**config.mk**
```make
export PLATFORM = sky130hd
export DESIGN_NAME = glyph_1bpp_to_shadowed_4bpp_tiles_unit
export DESIGN_NICKNAME = d
export VERILOG_FILES = /design/src/sv/g4t_pkg.sv /design/src/sv/g4t_ram.sv /design/src/sv/g4t_front.sv /design/src/sv/g4t_jobq.sv /design/src/sv/g4t_back.sv /design/src/sv/glyph_1bpp_to_shadowed_4bpp_tiles_unit.sv
export SDC_FILE = /design/constraint.sdc
export NUM_CORES = 1
export LEC_CHECK = 0
export BUFFER_PORTS_ARGS = -buffer_cell sky130_fd_sc_hd__buf_2
export CAP_MARGIN = 20
export CORE_UTILIZATION = 60
export CTS_CLUSTER_DIAMETER = 30
export DETAILED_ROUTE_END_ITERATION = 8
export PLACE_DENSITY = 0.87
export SYNTH_ARGS = -nofsm -noshare
export SYNTH_HDL_FRONTEND = slang
export SYNTH_SLANG_ARGS = --single-unit
```
**constraint.sdc**
```tcl
create_clock -name clock -period 30 [get_ports clock]
set_clock_uncertainty 0.1 [all_clocks]
set_input_delay 7.5 -clock clock [delete_from_list [all_inputs] [get_ports clock]]
set_output_delay 7.5 -clock clock [all_outputs]
set_load 0.02 [all_outputs]
```
**src/sv/g4t_pkg.sv**
```systemverilog
// g4t_pkg: shared constants, register codes and types for the glyph tile unit
// used by every module of the unit but g4t_ram; depends on nothing
`default_nettype none

package g4t_pkg;

   localparam int MAX_STREAM_BYTES = 32;
   localparam int CELL_SIZE        = 16;
   localparam int WORD_COUNT       = 32;
   localparam int JOBQ_DEPTH       = 2;

   localparam int ADDR_W    = $clog2(MAX_STREAM_BYTES);
   localparam int COUNT_W   = $clog2(MAX_STREAM_BYTES + 1);
   localparam int JOBQ_PW   = $clog2(JOBQ_DEPTH);
   localparam int JOBQ_CW   = $clog2(JOBQ_DEPTH + 1);
   localparam int CFG_IDX_W = 2;
   localparam int CFG_DATA_W = 5;

   localparam logic [CFG_IDX_W-1:0] CFG_GLYPH_WIDTH = 2'd0;
   localparam logic [CFG_IDX_W-1:0] CFG_GLYPH_ROWS  = 2'd1;
   localparam logic [CFG_IDX_W-1:0] CFG_ROW_OFFSET  = 2'd2;

   localparam logic [4:0] RESET_GLYPH_WIDTH = 5'd11;
   localparam logic [4:0] RESET_GLYPH_ROWS  = 5'd11;
   localparam logic [3:0] RESET_ROW_OFFSET  = 4'd1;

   localparam logic [3:0] PIX_INK    = 4'd15;
   localparam logic [3:0] PIX_SHADOW = 4'd14;
   localparam logic [3:0] PIX_EMPTY  = 4'd0;

   localparam logic [4:0] WORD_LAST = 5'd31;

   typedef struct packed {
      logic [4:0] glyph_width;
      logic [4:0] glyph_rows;
      logic [3:0] row_offset;
   } job_type;

endpackage

`default_nettype wire

```
**src/sv/g4t_ram.sv**
```systemverilog
// g4t_ram: generic single write port, single read port ram with registered read
// no dependencies
`default_nettype none

module g4t_ram #(
   parameter int WIDTH = 8,
   parameter int DEPTH = 32
) (
   input  wire logic                     clock,
   input  wire logic                     wr_en,
   input  wire logic [$clog2(DEPTH)-1:0] wr_addr,
   input  wire logic [WIDTH-1:0]         wr_data,
   input  wire logic [$clog2(DEPTH)-1:0] rd_addr,
   output logic      [WIDTH-1:0]         rd_data
);

   logic [WIDTH-1:0] mem_ff [DEPTH];
   logic [WIDTH-1:0] rd_data_ff;

   always_ff @(posedge clock) begin
      if (wr_en) begin
         mem_ff[wr_addr] <= wr_data;
      end
      rd_data_ff <= mem_ff[rd_addr];
   end

   assign rd_data = rd_data_ff;

endmodule

`default_nettype wire

```
**src/sv/g4t_front.sv**
```systemverilog
// g4t_front: accepts stream bytes into the bit buffer, holds the config registers
// and queues one job per glyph; depends on g4t_pkg
`default_nettype none

module g4t_front (
   input  wire logic                              clock,
   input  wire logic                              reset,
   input  wire logic                              req_valid,
   output logic                                   req_ready,
   input  wire logic [7:0]                        req_stream_byte,
   input  wire logic                              req_stream_last,
   input  wire logic                              csr_we,
   input  wire logic [g4t_pkg::CFG_IDX_W-1:0]     csr_index,
   input  wire logic [g4t_pkg::CFG_DATA_W-1:0]    csr_data,
   output logic                                   ram_wr_en,
   output logic      [g4t_pkg::ADDR_W-1:0]        ram_wr_addr,
   output logic      [7:0]                        ram_wr_data,
   output logic                                   job_push,
   output g4t_pkg::job_type                       job_out,
   input  wire logic                              job_full,
   input  wire logic                              map_done
);

   logic [4:0]                    width_ff, width_in;
   logic [4:0]                    rows_ff, rows_in;
   logic [3:0]                    offset_ff, offset_in;
   logic [g4t_pkg::COUNT_W-1:0]   count_ff, count_in;
   logic                          busy_ff, busy_in;
   logic                          accept;
   logic                          room;

   assign req_ready = !busy_ff && !job_full;
   assign accept    = req_valid && req_ready;
   assign room      = count_ff < g4t_pkg::COUNT_W'(g4t_pkg::MAX_STREAM_BYTES);

   assign ram_wr_en   = accept && room;
   assign ram_wr_addr = count_ff[g4t_pkg::ADDR_W-1:0];
   assign ram_wr_data = req_stream_byte;

   assign job_push             = accept && req_stream_last;
   assign job_out.glyph_width  = width_ff;
   assign job_out.glyph_rows   = rows_ff;
   assign job_out.row_offset   = offset_ff;

   always_comb begin
      width_in  = width_ff;
      rows_in   = rows_ff;
      offset_in = offset_ff;
      count_in  = count_ff;
      busy_in   = busy_ff;
      if (csr_we) begin
         case (csr_index)
            g4t_pkg::CFG_GLYPH_WIDTH: width_in  = csr_data[4:0];
            g4t_pkg::CFG_GLYPH_ROWS:  rows_in   = csr_data[4:0];
            g4t_pkg::CFG_ROW_OFFSET:  offset_in = csr_data[3:0];
            default: ;
         endcase
      end
      if (map_done) begin
         busy_in = 1'b0;
      end
      if (accept) begin
         if (room) begin
            count_in = count_ff + g4t_pkg::COUNT_W'(1);
         end
         if (req_stream_last) begin
            count_in = '0;
            busy_in  = 1'b1;
         end
      end
   end

   always_ff @(posedge clock) begin
      if (reset) begin
         width_ff  <= g4t_pkg::RESET_GLYPH_WIDTH;
         rows_ff   <= g4t_pkg::RESET_GLYPH_ROWS;
         offset_ff <= g4t_pkg::RESET_ROW_OFFSET;
         count_ff  <= '0;
         busy_ff   <= 1'b0;
      end else begin
         width_ff  <= width_in;
         rows_ff   <= rows_in;
         offset_ff <= offset_in;
         count_ff  <= count_in;
         busy_ff   <= busy_in;
      end
   end

endmodule

`default_nettype wire

```
**src/sv/g4t_jobq.sv**
```systemverilog
// g4t_jobq: small fifo of glyph jobs between front and back
// depends on g4t_pkg
`default_nettype none

module g4t_jobq (
   input  wire logic              clock,
   input  wire logic              reset,
   input  wire logic              push,
   input  wire g4t_pkg::job_type  push_job,
   output logic                   full,
   input  wire logic              pop,
   output g4t_pkg::job_type       pop_job,
   output logic                   empty
);

   g4t_pkg::job_type              entry_ff [g4t_pkg::JOBQ_DEPTH];
   logic [g4t_pkg::JOBQ_PW-1:0]   wr_ptr_ff, wr_ptr_in;
   logic [g4t_pkg::JOBQ_PW-1:0]   rd_ptr_ff, rd_ptr_in;
   logic [g4t_pkg::JOBQ_CW-1:0]   level_ff, level_in;
   logic                          do_push;
   logic                          do_pop;

   assign full    = level_ff == g4t_pkg::JOBQ_CW'(g4t_pkg::JOBQ_DEPTH);
   assign empty   = level_ff == '0;
   assign do_push = push && !full;
   assign do_pop  = pop && !empty;
   assign pop_job = entry_ff[rd_ptr_ff];

   always_comb begin
      wr_ptr_in = wr_ptr_ff;
      rd_ptr_in = rd_ptr_ff;
      level_in  = level_ff;
      if (do_push) begin
         wr_ptr_in = (wr_ptr_ff == g4t_pkg::JOBQ_PW'(g4t_pkg::JOBQ_DEPTH - 1)) ?
                     '0 : wr_ptr_ff + g4t_pkg::JOBQ_PW'(1);
      end
      if (do_pop) begin
         rd_ptr_in = (rd_ptr_ff == g4t_pkg::JOBQ_PW'(g4t_pkg::JOBQ_DEPTH - 1)) ?
                     '0 : rd_ptr_ff + g4t_pkg::JOBQ_PW'(1);
      end
      if (do_push && !do_pop) begin
         level_in = level_ff + g4t_pkg::JOBQ_CW'(1);
      end else if (do_pop && !do_push) begin
         level_in = level_ff - g4t_pkg::JOBQ_CW'(1);
      end
   end

   always_ff @(posedge clock) begin
      if (reset) begin
         wr_ptr_ff <= '0;
         rd_ptr_ff <= '0;
         level_ff  <= '0;
      end else begin
         wr_ptr_ff <= wr_ptr_in;
         rd_ptr_ff <= rd_ptr_in;
         level_ff  <= level_in;
      end
   end

   always_ff @(posedge clock) begin
      if (do_push) begin
         entry_ff[wr_ptr_ff] <= push_job;
      end
   end

endmodule

`default_nettype wire

```
**src/sv/g4t_back.sv**
```systemverilog
// g4t_back: builds the 16x16 ink map from the bit buffer, then emits the shadowed
// 4bpp tile words through an output register; depends on g4t_pkg
`default_nettype none

module g4t_back (
   input  wire logic                        clock,
   input  wire logic                        reset,
   input  wire logic                        job_empty,
   input  wire g4t_pkg::job_type            job_in,
   output logic                             job_pop,
   output logic                             map_done,
   output logic      [g4t_pkg::ADDR_W-1:0]  ram_rd_addr,
   input  wire logic [7:0]                  ram_rd_data,
   output logic                             rsp_valid,
   input  wire logic                        rsp_ready,
   output logic      [31:0]                 rsp_tile_word,
   output logic      [4:0]                  rsp_word_index,
   output logic                             rsp_cell_last
);

   typedef enum logic [2:0] {
      ST_IDLE  = 3'b001,
      ST_BUILD = 3'b010,
      ST_EMIT  = 3'b100
   } back_state_type;

   back_state_type     state_ff, state_in;
   g4t_pkg::job_type   job_ff, job_in_q;
   logic [15:0]        ink_ff [g4t_pkg::CELL_SIZE];
   logic [15:0]        ink_in [g4t_pkg::CELL_SIZE];
   logic [15:0]        prev_ff, prev_in;
   logic [4:0]         row_ff, row_in;
   logic [8:0]         bit_ff, bit_in;
   logic [1:0]         step_ff, step_in;
   logic [15:0]        win_ff, win_in;
   logic               rd_zero_ff, rd_zero_in;
   logic [4:0]         word_ff, word_in;
   logic               rsp_valid_ff, rsp_valid_in;
   logic [31:0]        tile_ff, tile_in;
   logic [4:0]         index_ff, index_in;
   logic               last_ff, last_in;

   logic [6:0]         byte_addr;
   logic [7:0]         rbyte;
   logic [23:0]        win24;
   logic [23:0]        shifted;
   logic [15:0]        row_bits;
   logic [3:0]         ink_row_idx;
   logic               rows_done;
   logic               out_free;

   function automatic logic [31:0] shade_word(input logic [15:0] cur,
                                              input logic [15:0] prev,
                                              input logic half);
      logic [7:0]  cur_half;
      logic [7:0]  up_left;
      logic [31:0] word;
      cur_half = half ? cur[15:8] : cur[7:0];
      up_left  = half ? prev[14:7] : {prev[6:0], 1'b0};
      word     = '0;
      for (int x = 0; x < 8; x++) begin
         if (cur_half[x]) begin
            word[4*x +: 4] = g4t_pkg::PIX_INK;
         end else if (up_left[x]) begin
            word[4*x +: 4] = g4t_pkg::PIX_SHADOW;
         end else begin
            word[4*x +: 4] = g4t_pkg::PIX_EMPTY;
         end
      end
      return word;
   endfunction

   assign byte_addr   = {1'b0, bit_ff[8:3]} + {5'b0, step_ff};
   assign rd_zero_in  = byte_addr >= 7'(g4t_pkg::MAX_STREAM_BYTES);
   assign ram_rd_addr = byte_addr[g4t_pkg::ADDR_W-1:0];
   assign rbyte       = rd_zero_ff ? 8'h00 : ram_rd_data;

   assign win24       = {win_ff, rbyte};
   assign shifted     = win24 << bit_ff[2:0];
   assign ink_row_idx = job_ff.row_offset + row_ff[3:0];
   assign rows_done   = (row_ff >= job_ff.glyph_rows) ||
                        (({2'b0, job_ff.row_offset} + {1'b0, row_ff}) >=
                         6'(g4t_pkg::CELL_SIZE));
   assign out_free    = !rsp_valid_ff || rsp_ready;

   always_comb begin
      for (int x = 0; x < 16; x++) begin
         row_bits[x] = shifted[23 - x] && (5'(x) < job_ff.glyph_width);
      end
   end

   always_comb begin
      state_in     = state_ff;
      job_in_q     = job_ff;
      ink_in       = ink_ff;
      prev_in      = prev_ff;
      row_in       = row_ff;
      bit_in       = bit_ff;
      step_in      = step_ff;
      win_in       = win_ff;
      word_in      = word_ff;
      rsp_valid_in = rsp_valid_ff;
      tile_in      = tile_ff;
      index_in     = index_ff;
      last_in      = last_ff;
      job_pop      = 1'b0;
      map_done     = 1'b0;

      if (rsp_ready) begin
         rsp_valid_in = 1'b0;
      end

      case (state_ff)
         ST_IDLE: begin
            if (!job_empty) begin
               job_pop  = 1'b1;
               job_in_q = job_in;
               for (int i = 0; i < g4t_pkg::CELL_SIZE; i++) begin
                  ink_in[i] = '0;
               end
               row_in   = '0;
               bit_in   = '0;
               step_in  = '0;
               state_in = ST_BUILD;
            end
         end
         ST_BUILD: begin
            if (rows_done) begin
               map_done = 1'b1;
               word_in  = '0;
               prev_in  = '0;
               state_in = ST_EMIT;
            end else begin
               case (step_ff)
                  2'd0: step_in = 2'd1;
                  2'd1, 2'd2: begin
                     win_in  = {win_ff[7:0], rbyte};
                     step_in = step_ff + 2'd1;
                  end
                  2'd3: begin
                     ink_in[ink_row_idx] = row_bits;
                     row_in  = row_ff + 5'd1;
                     bit_in  = bit_ff + {4'b0, job_ff.glyph_width};
                     step_in = 2'd0;
                  end
                  default: step_in = 2'd0;
               endcase
            end
         end
         ST_EMIT: begin
            if (out_free) begin
               rsp_valid_in = 1'b1;
               tile_in      = shade_word(ink_ff[0], prev_ff, word_ff[4]);
               index_in     = word_ff;
               last_in      = word_ff == g4t_pkg::WORD_LAST;
               word_in      = word_ff + 5'd1;
               prev_in      = (word_ff[3:0] == 4'hF) ? 16'h0000 : ink_ff[0];
               for (int i = 0; i < g4t_pkg::CELL_SIZE - 1; i++) begin
                  ink_in[i] = ink_ff[i + 1];
               end
               ink_in[g4t_pkg::CELL_SIZE - 1] = ink_ff[0];
               if (word_ff == g4t_pkg::WORD_LAST) begin
                  state_in = ST_IDLE;
               end
            end
         end
         default: state_in = ST_IDLE;
      endcase
   end

   always_ff @(posedge clock) begin
      if (reset) begin
         state_ff     <= ST_IDLE;
         rsp_valid_ff <= 1'b0;
      end else begin
         state_ff     <= state_in;
         rsp_valid_ff <= rsp_valid_in;
      end
   end

   always_ff @(posedge clock) begin
      job_ff     <= job_in_q;
      ink_ff     <= ink_in;
      prev_ff    <= prev_in;
      row_ff     <= row_in;
      bit_ff     <= bit_in;
      step_ff    <= step_in;
      win_ff     <= win_in;
      rd_zero_ff <= rd_zero_in;
      word_ff    <= word_in;
      tile_ff    <= tile_in;
      index_ff   <= index_in;
      last_ff    <= last_in;
   end

   assign rsp_valid      = rsp_valid_ff;
   assign rsp_tile_word  = tile_ff;
   assign rsp_word_index = index_ff;
   assign rsp_cell_last  = last_ff;

endmodule

`default_nettype wire

```
**src/sv/glyph_1bpp_to_shadowed_4bpp_tiles_unit.sv**
```systemverilog
// glyph_1bpp_to_shadowed_4bpp_tiles_unit: top level of the glyph tile unit
// depends on g4t_pkg, g4t_ram, g4t_front, g4t_jobq, g4t_back
//
// Usage:
// - req channel: one byte of the packed 1bpp glyph per transaction, rows MSB
//   first with no padding; req_stream_last marks the final byte of a glyph.
// - rsp channel: 32 transactions per glyph, word index 0..31, rsp_cell_last on
//   word 31; four 8x8 4bpp tiles in the order TL, BL, TR, BR.
// - csr port: glyph_width (0), glyph_rows (1), row_offset (2); the user must
//   write it only while the unit is idle, the unit does not enforce this.
// - Bytes are taken one per cycle, while req_ready is high, into the bit buffer ram.
// - After the last byte the back end builds the ink map, reading three bytes per
//   placed row through the one ram read port before it writes the row. req_ready
//   stays low from the last byte until the map is built; the next glyph's bytes
//   then load while the words go out.
// - Words leave one per cycle from an output register while rsp_ready stays
//   high; the emit state after the map build loads the first word into it.
// - A stalled receiver holds the output register and the word sequencer;
//   nothing is dropped.
// - Reset clears the config registers to 11, 11, 1, the byte count, the job
//   queue and the output valid; the bit buffer is not cleared.
`default_nettype none

module glyph_1bpp_to_shadowed_4bpp_tiles_unit (
   input  wire logic                              clock,
   input  wire logic                              reset,
   input  wire logic                              req_valid,
   output logic                                   req_ready,
   input  wire logic [7:0]                        req_stream_byte,
   input  wire logic                              req_stream_last,
   output logic                                   rsp_valid,
   input  wire logic                              rsp_ready,
   output logic      [31:0]                       rsp_tile_word,
   output logic      [4:0]                        rsp_word_index,
   output logic                                   rsp_cell_last,
   input  wire logic                              csr_we,
   input  wire logic [g4t_pkg::CFG_IDX_W-1:0]     csr_index,
   input  wire logic [g4t_pkg::CFG_DATA_W-1:0]    csr_data
);

   logic                          ram_wr_en;
   logic [g4t_pkg::ADDR_W-1:0]    ram_wr_addr;
   logic [7:0]                    ram_wr_data;
   logic [g4t_pkg::ADDR_W-1:0]    ram_rd_addr;
   logic [7:0]                    ram_rd_data;
   logic                          job_push;
   g4t_pkg::job_type              push_job;
   logic                          job_full;
   logic                          job_pop;
   g4t_pkg::job_type              pop_job;
   logic                          job_empty;
   logic                          map_done;

   g4t_front u_front (
      .clock           (clock),
      .reset           (reset),
      .req_valid       (req_valid),
      .req_ready       (req_ready),
      .req_stream_byte (req_stream_byte),
      .req_stream_last (req_stream_last),
      .csr_we          (csr_we),
      .csr_index       (csr_index),
      .csr_data        (csr_data),
      .ram_wr_en       (ram_wr_en),
      .ram_wr_addr     (ram_wr_addr),
      .ram_wr_data     (ram_wr_data),
      .job_push        (job_push),
      .job_out         (push_job),
      .job_full        (job_full),
      .map_done        (map_done)
   );

   g4t_ram #(
      .WIDTH (8),
      .DEPTH (g4t_pkg::MAX_STREAM_BYTES)
   ) u_bit_buffer (
      .clock   (clock),
      .wr_en   (ram_wr_en),
      .wr_addr (ram_wr_addr),
      .wr_data (ram_wr_data),
      .rd_addr (ram_rd_addr),
      .rd_data (ram_rd_data)
   );

   g4t_jobq u_jobq (
      .clock    (clock),
      .reset    (reset),
      .push     (job_push),
      .push_job (push_job),
      .full     (job_full),
      .pop      (job_pop),
      .pop_job  (pop_job),
      .empty    (job_empty)
   );

   g4t_back u_back (
      .clock          (clock),
      .reset          (reset),
      .job_empty      (job_empty),
      .job_in         (pop_job),
      .job_pop        (job_pop),
      .map_done       (map_done),
      .ram_rd_addr    (ram_rd_addr),
      .ram_rd_data    (ram_rd_data),
      .rsp_valid      (rsp_valid),
      .rsp_ready      (rsp_ready),
      .rsp_tile_word  (rsp_tile_word),
      .rsp_word_index (rsp_word_index),
      .rsp_cell_last  (rsp_cell_last)
   );

endmodule

`default_nettype wire

```
Word-level counts from Yosys, hierarchy flattened
Memories as Yosys holds them, arrays and structs flattened. A register that Yosys moved wholly into a read port is not among the register bits.
Cells that the tools add are included.
Word-level totals
  RAM bits: 284
  register bits after elaboration: 376
  input bits: 21
  memories: 2
Memories
  u_bit_buffer.mem_ff: words 32, width 8, rd ports 1, clocked after Yosys merged registers in 1, write ports 1, line g4t_ram.sv:17  | logic [WIDTH-1:0] mem_ff [DEPTH];
  u_jobq.entry_ff: words 2, width 14, rd ports 1, clocked after Yosys merged registers in 1, write ports 1, line g4t_jobq.sv:16  | g4t_pkg::job_type entry_ff [g4t_pkg::JOBQ_DEPTH];
Operators by class
  reductions and logical operators: 54
  $add $sub $neg: 12
  order comparisons: 22
  equality and inequality tests: 17
  bitwise operators: 3
  shift operators: 1
  multiplexer cells: 63
Operators by type and width (number)
  256-bit 2-to-1 mux: 4
  256-bit one-hot mux with 3 select lines: 1
  256-bit bitwise mux: 1
  16-bit demux with 4-bit select: 1
  15-bit 2-to-1 mux: 3
  4-bit by 5-bit < comparator with 1-bit output (first input constant): 8
  4-bit 2-to-1 mux: 8
  15-bit one-hot mux with 2 select lines: 1
  9-bit 2-to-1 mux: 3
  1-bit logical AND: 25
  5-bit 2-to-1 mux: 5
  8-bit 2-to-1 mux: 3
  24-bit by 3-bit << shifter with 24-bit output: 1
  3-bit by 5-bit < comparator with 1-bit output (first input constant): 4
  5-bit one-hot mux with 2 select lines: 2
  9-bit one-hot mux with 2 select lines: 1
  1-bit 2-to-1 mux: 16
  16-bit 2-to-1 mux: 1
  3-bit 2-to-1 mux: 4
  6-bit 2-to-1 mux: 2
  2-bit AND reduction: 6
  5-bit by 1-bit adder with 5-bit output (second input constant): 2
  1-bit by 5-bit < comparator with 1-bit output (first input constant): 2
  2-bit by 5-bit < comparator with 1-bit output (first input constant): 2
  other kinds (38): 66

Longest topological paths before layout
Gate-level depths: netlist (run 1).
  word-level depth: 10
  depth in mapped cells: 10

Cells and area by module
A second synthesis (run 1) with hierarchy kept.
Unflattened totals
  cell total of the unflattened synthesis: 1925
  area total of the unflattened synthesis: 29614.7 µm²
By module, submodules not included
  g4t_back: seq. area each 10430.0 µm², times used 1, cells each 1338, area each 17381.7 µm²
  g4t_ram: seq. area each 7847.5 µm², times used 1, cells each 417, area each 10053.4 µm²
  g4t_jobq: seq. area each 940.9 µm², times used 1, cells each 68, area each 1221.2 µm²
  g4t_front: seq. area each 420.4 µm², times used 1, cells each 102, area each 958.4 µm²

Least setup slack after synthesis (run 1)
OpenSTA, ideal clock, no wires.
  path type: input port to flip-flop
  start: input rsp_ready
  end: register u_back.ink_ff[0] (netlist bit), enable pin
  arrival: 20.494 ns
  setup slack: 8.425 ns
  cell stages on the path: 3
  setup time: 0.981 ns
  data required time: 28.919 ns
  path through: nand2b_1 > nand2_1 > a22oi_1
Between the ends
  cells in the longest elaborated chain, start to end: 3
Ends and longest elaborated chain
  start: declaration: line glyph_1bpp_to_shadowed_4bpp_tiles_unit.sv:32  | input wire logic rsp_ready,
  1-bit logical OR: line g4t_back.sv:84  | assign out_free = !rsp_valid_ff || rsp_ready;
  2-bit by 1-bit inequality test with 1-bit output (no line)
  5-bit AND reduction (no line)
  end signal: assignment: line g4t_back.sv:183  | ink_ff <= ink_in;
  end: declaration: line g4t_back.sv:29  | logic [15:0] ink_ff [g4t_pkg::CELL_SIZE];
Every way passes these cells.
A chain may end at the register's enable or synchronous reset.

Worst setup path in the final report (run 1)
  start: input rsp_ready
  end: register u_back.ink_ff[44] (netlist bit), enable pin
Same word-level chain as after synthesis.

==> impl_metrics.xml, run 1 <==
<?xml version="1.0" encoding="UTF-8"?>
<metrics>
  <group name="yosys">
    <metric name="register_bit_count_reported_by_yosys" unit="">666</metric>
    <metric name="post_synth_edffs" unit="">628</metric>
    <metric name="synthCells" unit="">1999</metric>
    <metric name="post_synth_instance_area" unit="um2">29420</metric>
    <metric name="yosys.area.top_type_share" unit="%">64.11</metric>
    <metric name="yosys_most_used_dff" unit="">edfxtp_1</metric>
    <metric name="yosys_warnings" unit="">0</metric>
    <metric name="synthDominantAreaCellType" unit="">edfxtp_1</metric>
    <metric name="async_reset_ff_share" unit="%">0</metric>
    <metric name="post_synth_num_cell_types" unit="">65</metric>
    <metric name="syn-num-nets" unit="">2048</metric>
    <metric name="syn_area_per_cell" unit="um2">14.72</metric>
    <metric name="ys_seq_area_share" unit="%">66.70</metric>
    <metric name="synth.top_cells.by_area" unit="">edfxtp_1, a22oi_1, mux4_2, o21ai_0, dfxtp_1</metric>
  </group>
  <group name="die">
    <metric name="die-width" unit="um">223.4</metric>
    <metric name="boundaryPins" unit="">61</metric>
    <metric name="core-area" unit="um2">48050</metric>
    <metric name="floorplan.initialDensity" unit="%">61.22</metric>
    <metric name="floorplan.rows" unit="">80</metric>
    <metric name="die_area" unit="um2">49920</metric>
    <metric name="vertical_die_dimension" unit="um">223.4</metric>
  </group>
  <group name="setup_path">
    <metric name="path_class" unit="">input port to register</metric>
    <metric name="crit_buf_inv" unit="">3</metric>
    <metric name="worstPathMaxFanout" unit="">191</metric>
    <metric name="worstPathCellList" unit="">buf_2, nand2b_1, nand2_1, a22oi_2, buf_4, buf_12</metric>
    <metric name="path_delay_family" unit="">buffers and inverters</metric>
    <metric name="timing.critical_path.slowest_cell_delay" unit="ns">0.67</metric>
    <metric name="arrival_time_of_data_at_the_critical_path_endpoint" unit="ns">9.70</metric>
    <metric name="worst-endpoint-required" unit="ns">30.15</metric>
    <metric name="worst_path_max_delay_cell" unit="">buf_4</metric>
    <metric name="crit_end_category" unit="">register</metric>
    <metric name="crit_path_start_kind" unit="">input port</metric>
  </group>
  <group name="detailed_routing">
    <metric name="postRouteAntennaNets" unit="">0</metric>
    <metric name="dr.pass1.iters" unit="">7</metric>
    <metric name="route.detailed.vias_per_inst" unit="">7.052</metric>
    <metric name="drc" unit="">0</metric>
    <metric name="routed_wire_per_std_cell" unit="um">26.67</metric>
    <metric name="totalWireLength" unit="mm">73.10</metric>
    <metric name="vias" unit="">19329</metric>
    <metric name="detailedRoute.firstIterationViolations" unit="">2795</metric>
  </group>
  <group name="hold_path">
    <metric name="holdCritPathClass" unit="">register to register</metric>
  </group>
  <group name="clock_tree">
    <metric name="clk_path_buf_depth" unit="">3</metric>
    <metric name="cts_tree" unit="">done</metric>
    <metric name="cts-buffers-inserted" unit="">105</metric>
    <metric name="cts_sinks" unit="">666</metric>
    <metric name="cts.repair.resized" unit="">0</metric>
    <metric name="cell_at_the_root_of_the_clock_tree" unit="">clkbuf_16</metric>
    <metric name="postCtsSetupRepairBufs" unit="">0</metric>
    <metric name="clock_tree.htree_level_count" unit="">3</metric>
    <metric name="path_clk_slew" unit="ns">0.05</metric>
    <metric name="insertion_delay" unit="ns">0.66</metric>
    <metric name="cts_hold_buf" unit="">0</metric>
  </group>
  <group name="pwr">
    <metric name="pwr_density_cell" unit="nW/um2">106.8</metric>
    <metric name="clockPowerShare" unit="%">33.8</metric>
    <metric name="comb_power_share" unit="%">25.5</metric>
    <metric name="switching_share" unit="%">33.53</metric>
    <metric name="power.share.sequential" unit="%">40.7</metric>
    <metric name="intPower" unit="W">0.002382</metric>
    <metric name="switching_power" unit="W">0.001202</metric>
    <metric name="p_leak" unit="nW">11.00</metric>
    <metric name="worst_case_vdd_ir_drop" unit="uV">101.9</metric>
  </group>
  <group name="timing">
    <metric name="maxClockFrequency" unit="GHz">0.1047</metric>
    <metric name="number_of_failing_setup_endpoints_in_the_final_timing_report" unit="">0</metric>
    <metric name="timing.final.crit_share" unit="%">31.84</metric>
    <metric name="timing.final.crit_period" unit="ns">9.552</metric>
    <metric name="hold_viol_final" unit="">0</metric>
    <metric name="worst_path_setup_slack_after_routing" unit="ns">20.45</metric>
    <metric name="drv_slew" unit="">0</metric>
    <metric name="worstMarginPinSlew" unit="ns">1.152</metric>
    <metric name="relSlewSlack" unit="%">23.08</metric>
    <metric name="setup_repair_after_global_routing_missed_its_margin" unit="">no</metric>
    <metric name="finalSetupTns" unit="ns">0</metric>
  </group>
  <group name="cells_and_area">
    <metric name="area.growth.synth_to_final" unit="%">14.06</metric>
    <metric name="final_layout_size_suffix_gt1_share" unit="%">18.58</metric>
    <metric name="final_nets" unit="">2087</metric>
    <metric name="antenna_cells_inserted" unit="">0</metric>
  </group>
  <group name="global_route">
    <metric name="antenna_found_initial" unit="">2</metric>
    <metric name="grt_pass1_vias" unit="">18750</metric>
    <metric name="aggregate_global_routing_overflow" unit="">0</metric>
    <metric name="grt.total_usage" unit="%">29.18</metric>
    <metric name="grt_pass1_wl" unit="mm">110.8</metric>
    <metric name="grt_max_degree" unit="">192</metric>
  </group>
  <group name="run_status">
    <metric name="run_status" unit="">completed</metric>
  </group>
  <group name="flow_run">
    <metric name="maxCapViolations" unit="">0</metric>
  </group>
  <group name="place">
    <metric name="gp_congestion" unit="">0.8793</metric>
    <metric name="numPortBuffers" unit="">60</metric>
    <metric name="detailedPlacementHpwl" unit="mm">40.89</metric>
    <metric name="detailedPlace.worstSlack" unit="ns">19.89</metric>
  </group>
</metrics>
-- stage by stage --
stage          utilization (%)  instance area (um2)  power (W)  cells  hold slack (ns)
4_1_cts                  69.73                33500   0.003562   2735           0.3650
5_1_grt                  69.83                33550   0.003683   2741           0.3817
2_1_floorplan                -                29420   0.002151   1999           0.3178
3_5_place_dp             62.34                29950   0.002325   2540           0.3524
6_report                 69.83                33550   0.003584   2741           0.3637
3_3_place_gp             62.21                29890   0.002285   2534           0.3367
-- cells in the mapped netlist (4+ instances only) --
cell,instances
a221oi_1,8
buf_2,21
nor3_1,16
clkbuf_1,88
edfxtp_1,628
o21ai_1,17
buf_4,36
a22o_1,9
nand2b_1,15
a211o_1,20
nor2b_1,25
dfxtp_1,38
a21o_1,8
ha_1,25
nand3b_1,9
mux2_2,25
o31ai_1,5
nor2_1,111
a211oi_2,15
buf_1,7
a22oi_1,257
or3_1,7
and3_1,6
a21oi_1,23
buf_6,8
mux4_2,70
nand3_1,11
and2_1,20
xnor2_1,5
nand2_1,50
inv_1,25
xor2_1,10
nor3b_1,4
a2111oi_0,10
o21ai_0,255
mux2i_1,60
a211oi_1,5
-- power groups by stage --
stage / Clock (W) / Combinational [W] / Sequential [W]
finish: 0.00121 / 0.000914 / 0.00146
global placement: 0 / 0.000840 / 0.00145
CTS: 0.00122 / 0.000899 / 0.00145
global route: 0.00126 / 0.000960 / 0.00147
detailed placement: 0 / 0.000873 / 0.00145
floorplan: 0 / 0.000679 / 0.00147
-- cells by family (layout without fill, tap and decap cells) --
family / Yosys count / count (layout) / synth area share (%)
AND/OR/NAND/NOR: 284 / 284 / 4.679
AO/OA/AOI/OAI: 661 / 661 / 15.17
multiplexers: 155 / 155 / 8.358
flip-flops: 666 / 666 / 66.70
XOR/XNOR: 19 / 19 / 0.7061
adder cells (fa/ha/maj): 28 / 28 / 1.268
buffers and inverters: 186 / 313 / 3.126
-- cells in the final DEF, fill, tap and decap left out, types with 23 or more instances in the layout --
cell and count:
a21oi_1 23, a22oi_1 256, buf_2 60, buf_4 26, clkbuf_16 106, dfxtp_1 38, edfxtp_1 628, ha_1 24
inv_1 25, mux2_2 25, mux2i_1 60, mux4_2 70, nand2_1 50, nor2_1 111, nor2b_1 25, o21ai_0 253
-- cell type report --
type | instances | area [um2]
well taps | 615 | 769.5
repair buffers | 92 | 574.3
inverters | 26 | 97.59
fillers | 2860 | 14490
multi-input cells | 1147 | 8942
clock inverters | 67 | 774.5
flip-flops and latches | 666 | 19620
clock buffers | 128 | 2775
-- flip-flops by register name, indices dropped and copies added, names as in the netlist, 8 cells and up --
name	cells
u_jobq.entry_ff	28
u_back.job_ff	14
u_back.prev_ff	15
u_bit_buffer.mem_ff	256
u_back.bit_ff	9
u_back.ink_ff	256
u_back.rsp_tile_word	16
u_bit_buffer.rd_data	8
u_back.win_ff	16
-- per-layer routing --
layer	GRT usage [%]	part of all wire, %
met4	12.24	4.1
met1	36.63	36
met5	0	0
met2	49.46	50
met3	6.045	10
-- final timing paths --
check / from / endpoint / slack [ns] / cells after the start
worst min register to register: u_front.width_ff[1]$_SDFFE_PP1P_ / u_jobq.entry_ff[1][10]$_DFFE_PP_ / 0.36 / 0
worst max register to register: u_back.row_ff[2]$_SDFFCE_PN0P_ / u_back.ink_ff[44]$_DFFE_PP_ / 25.32 / 8
worst max-delay path: rsp_ready / u_back.ink_ff[44]$_DFFE_PP_ / 20.45 / 6
worst min-delay path: u_front.width_ff[1]$_SDFFE_PP1P_ / u_jobq.entry_ff[1][10]$_DFFE_PP_ / 0.36 / 0
-- worst register-to-register path: stages (launching register included) --
cell,delay [ns]
edfxtp_1,0.49
ha_1,1.00
nor2b_1,0.22
o21ai_1,0.06
a211oi_1,0.42
o211ai_1,0.18
a22oi_2,0.14
buf_4,0.67
buf_12,0.67
Note: power is estimated with default switching activity, not from simulation.
==> run 2: changes to the inputs <==
==> constraint.sdc (replaced) <==
create_clock -name clock -period 9.5 [get_ports clock]
set_clock_uncertainty 0.1 [all_clocks]
set_input_delay 2.375 -clock clock [delete_from_list [all_inputs] [get_ports clock]]
set_output_delay 2.375 -clock clock [all_outputs]
set_load 0.02 [all_outputs]
==> run 2 against run 1 <==
Against the previous run: the flow now finishes with violations (DRC); routed wire length is 0.20% lower; critical path depth is 2 higher; setup slack got worse by 16 ns; register-to-register slack worse by 21 ns; global-route usage barely moved; die area unchanged; total power rose to 3.2 times the previous value; critical endpoint is now u_back.ink_ff[73]$_DFFE_PP_.
==> impl_metrics.xml, run 2 (synthesis gave the netlist of run 1 again) <==
<?xml version="1.0" encoding="UTF-8"?>
<metrics>
  <group name="die">
    <metric name="die-width" unit="um">223.4</metric>
    <metric name="core-area" unit="um2">48050</metric>
    <metric name="floorplan.rows" unit="">80</metric>
    <metric name="boundaryPins" unit="">61</metric>
    <metric name="vertical_die_dimension" unit="um">223.4</metric>
    <metric name="floorplan.initialDensity" unit="%">61.22</metric>
    <metric name="die_area" unit="um2">49920</metric>
  </group>
  <group name="clock_tree">
    <metric name="clock_tree.htree_level_count" unit="">3</metric>
    <metric name="cts-buffers-inserted" unit="">106</metric>
    <metric name="insertion_delay" unit="ns">0.69</metric>
    <metric name="cts_hold_buf" unit="">0</metric>
    <metric name="postCtsSetupRepairBufs" unit="">0</metric>
    <metric name="path_clk_slew" unit="ns">0.05</metric>
    <metric name="cts.repair.resized" unit="">0</metric>
    <metric name="clk_path_buf_depth" unit="">3</metric>
    <metric name="cts_tree" unit="">done</metric>
    <metric name="cell_at_the_root_of_the_clock_tree" unit="">clkbuf_16</metric>
    <metric name="cts_sinks" unit="">666</metric>
  </group>
  <group name="global_route">
    <metric name="met3_usage" unit="%">6.519</metric>
    <metric name="grt_pass1_wl" unit="mm">110.3</metric>
    <metric name="grt_pass1_vias" unit="">19142</metric>
    <metric name="grt_max_degree" unit="">172</metric>
    <metric name="grt.total_usage" unit="%">29.21</metric>
    <metric name="grtUsageMet1" unit="%">35.83</metric>
    <metric name="antenna_found_initial" unit="">0</metric>
    <metric name="aggregate_global_routing_overflow" unit="">0</metric>
    <metric name="grtUsageMet2" unit="%">49.60</metric>
    <metric name="grt_busiest_layer" unit="">met2</metric>
  </group>
  <group name="hold_path">
    <metric name="hold_path_end" unit="">u_jobq.entry_ff[0][12]$_DFFE_PP_</metric>
    <metric name="holdCritPathClass" unit="">register to register</metric>
    <metric name="min-delay-start" unit="">u_front.width_ff[3]$_SDFFE_PP1P_</metric>
    <metric name="worst_hold_path.num_cells" unit="">0</metric>
  </group>
  <group name="setup_path">
    <metric name="worstRegToRegCells" unit="">8</metric>
    <metric name="path_class" unit="">register to register</metric>
    <metric name="critical_path.reg2reg.startpoint" unit="">u_back.row_ff[2]$_SDFFCE_PN0P_</metric>
    <metric name="timing.critical_path.slowest_cell_delay" unit="ns">1.00</metric>
    <metric name="worst_path_max_delay_cell" unit="">ha_1</metric>
    <metric name="crit_end_category" unit="">register</metric>
    <metric name="arrival_time_of_data_at_the_critical_path_endpoint" unit="ns">5.02</metric>
    <metric name="crit-reg2reg-capture" unit="">u_back.ink_ff[73]$_DFFE_PP_</metric>
    <metric name="rrSetupSlack" unit="ns">4.67</metric>
    <metric name="worst-endpoint-required" unit="ns">9.68</metric>
    <metric name="worstPathCellList" unit="">ha_1, nor2b_1, o21ai_1, a211oi_1, o211ai_1, a22oi_2, buf_12, buf_4</metric>
    <metric name="worstPathMaxFanout" unit="">171</metric>
    <metric name="crit_path_start_kind" unit="">register</metric>
  </group>
  <group name="timing">
    <metric name="maxClockFrequency" unit="GHz">0.2069</metric>
    <metric name="drv_slew" unit="">0</metric>
    <metric name="setup_repair_after_global_routing_missed_its_margin" unit="">no</metric>
    <metric name="finalSetupTns" unit="ns">0</metric>
    <metric name="holdWs" unit="ns">0.3544</metric>
    <metric name="hold_viol_final" unit="">0</metric>
    <metric name="timing.final.crit_share" unit="%">50.88</metric>
    <metric name="timing.final.crit_period" unit="ns">4.833</metric>
    <metric name="worstMarginPinSlew" unit="ns">1.077</metric>
    <metric name="worst_path_setup_slack_after_routing" unit="ns">4.667</metric>
    <metric name="relSlewSlack" unit="%">28.22</metric>
    <metric name="number_of_failing_setup_endpoints_in_the_final_timing_report" unit="">0</metric>
  </group>
  <group name="cells_and_area">
    <metric name="fillCellCount" unit="">2805</metric>
    <metric name="register_area" unit="um2">19620</metric>
    <metric name="final_layout_size_suffix_gt1_share" unit="%">19.43</metric>
    <metric name="area_taken_by_multi_input_logic_gates" unit="um2">8952</metric>
    <metric name="layout_top_registers" unit="">u_back.ink_ff (256), u_bit_buffer.mem_ff (256), u_jobq.entry_ff (28)</metric>
    <metric name="antenna_cells_inserted" unit="">0</metric>
    <metric name="final_common_cell" unit="">edfxtp_1</metric>
    <metric name="final_nets" unit="">2088</metric>
    <metric name="area.growth.synth_to_final" unit="%">14.92</metric>
    <metric name="final_cell_mix" unit="">edfxtp_1, a22oi_1, o21ai_0</metric>
  </group>
  <group name="detailed_routing">
    <metric name="dr.pass1.iters" unit="">9</metric>
    <metric name="totalWireLength" unit="mm">72.96</metric>
    <metric name="detailedRoute.firstIterationViolations" unit="">2635</metric>
    <metric name="route.detailed.vias_per_inst" unit="">7.045</metric>
    <metric name="routed_wire_per_std_cell" unit="um">26.57</metric>
    <metric name="drc" unit="">1</metric>
    <metric name="vias" unit="">19346</metric>
    <metric name="postRouteAntennaNets" unit="">0</metric>
  </group>
  <group name="pwr">
    <metric name="pwr_density_cell" unit="nW/um2">341.0</metric>
    <metric name="p_leak" unit="nW">11.16</metric>
    <metric name="totalPowerFinal" unit="W">0.01153</metric>
    <metric name="worst_case_vdd_ir_drop" unit="uV">279.0</metric>
  </group>
  <group name="run_status">
    <metric name="run_status" unit="">finished, violations left</metric>
    <metric name="failed_checks" unit="">DRC</metric>
  </group>
  <group name="place">
    <metric name="gp_congestion" unit="">0.8469</metric>
    <metric name="numPortBuffers" unit="">60</metric>
    <metric name="detailedPlace.worstSlack" unit="ns">4.378</metric>
    <metric name="detailedPlacementHpwl" unit="mm">40.91</metric>
  </group>
  <group name="flow_run">
    <metric name="maxCapViolations" unit="">0</metric>
  </group>
</metrics>
==> run 2: cell count changes in the layout (fill, tap and decap cells not counted), moves of 2 or more <==
cell and change:
bufinv_16 +3, clkbuf_1 -9, clkbuf_16 +4, clkinv_1 -3, clkinv_2 +10, clkinv_4 +3
clkinvlp_4 -4, inv_6 +2
==> run 2: how the worst max path moves through the flow <==
stage | depth (start not counted) | from | to
global placement | 6 | rsp_ready | u_back.ink_ff[37]$_DFFE_PP_
finish | 8 | u_back.row_ff[2]$_SDFFCE_PN0P_ | u_back.ink_ff[73]$_DFFE_PP_
detailed placement | 6 | rsp_ready | u_back.ink_ff[37]$_DFFE_PP_
CTS | 8 | u_back.row_ff[2]$_SDFFCE_PN0P_ | u_back.ink_ff[83]$_DFFE_PP_
floorplan | 3 | rsp_ready | u_back.ink_ff[0]$_DFFE_PP_
global route | 8 | u_back.row_ff[2]$_SDFFCE_PN0P_ | u_back.ink_ff[85]$_DFFE_PP_
==> run 2: cell type report <==
class,instances,share of cell area (%)
flip-flops and latches,666,58.04
multi-input cells,1147,26.48
clock buffers,121,8.324
clock inverters,79,2.828
well taps,615,2.276
repair buffers,92,1.765
inverters,26,0.2887
==> run 2: metal layers <==
layer	vias up	part of all wire [%]
li1	8087	-
met1	9549	35
met2	1455	50
met3	255	10
met4	0	4.4
met5	-	0
==> run 2: power by group <==
| group | internal [W] | switching [W] | total, W |
|---|---|---|---|
| Sequential | 0.00406 | 0.000536 | 0.00460 |
| Clock | 0.00258 | 0.00145 | 0.00404 |
| Combinational | 0.00102 | 0.00187 | 0.00289 |
==> run 2: per-stage QoR <==
| stage | instance area [um2] | utilization (%) | cells |
|---|---|---|---|
| after global routing | 33800 | 70.36 | 2746 |
| final | 33800 | 70.36 | 2746 |
| after detailed placement | 29950 | 62.34 | 2540 |
| after CTS | 33720 | 70.19 | 2740 |
| after floorplan | 29430 | - | 1999 |
| after global placement | 29920 | 62.27 | 2536 |
==> run 2: worst max-delay path, delay by kind of cell (launching register included) <==
kind                     cells  cell delay, ns
buffers and inverters        2            1.57
adder cells (fa/ha/maj)      1            1.00
AO/OA/AOI/OAI                4            0.85
AND/OR/NAND/NOR              1            0.23
flip-flops                   1            0.48
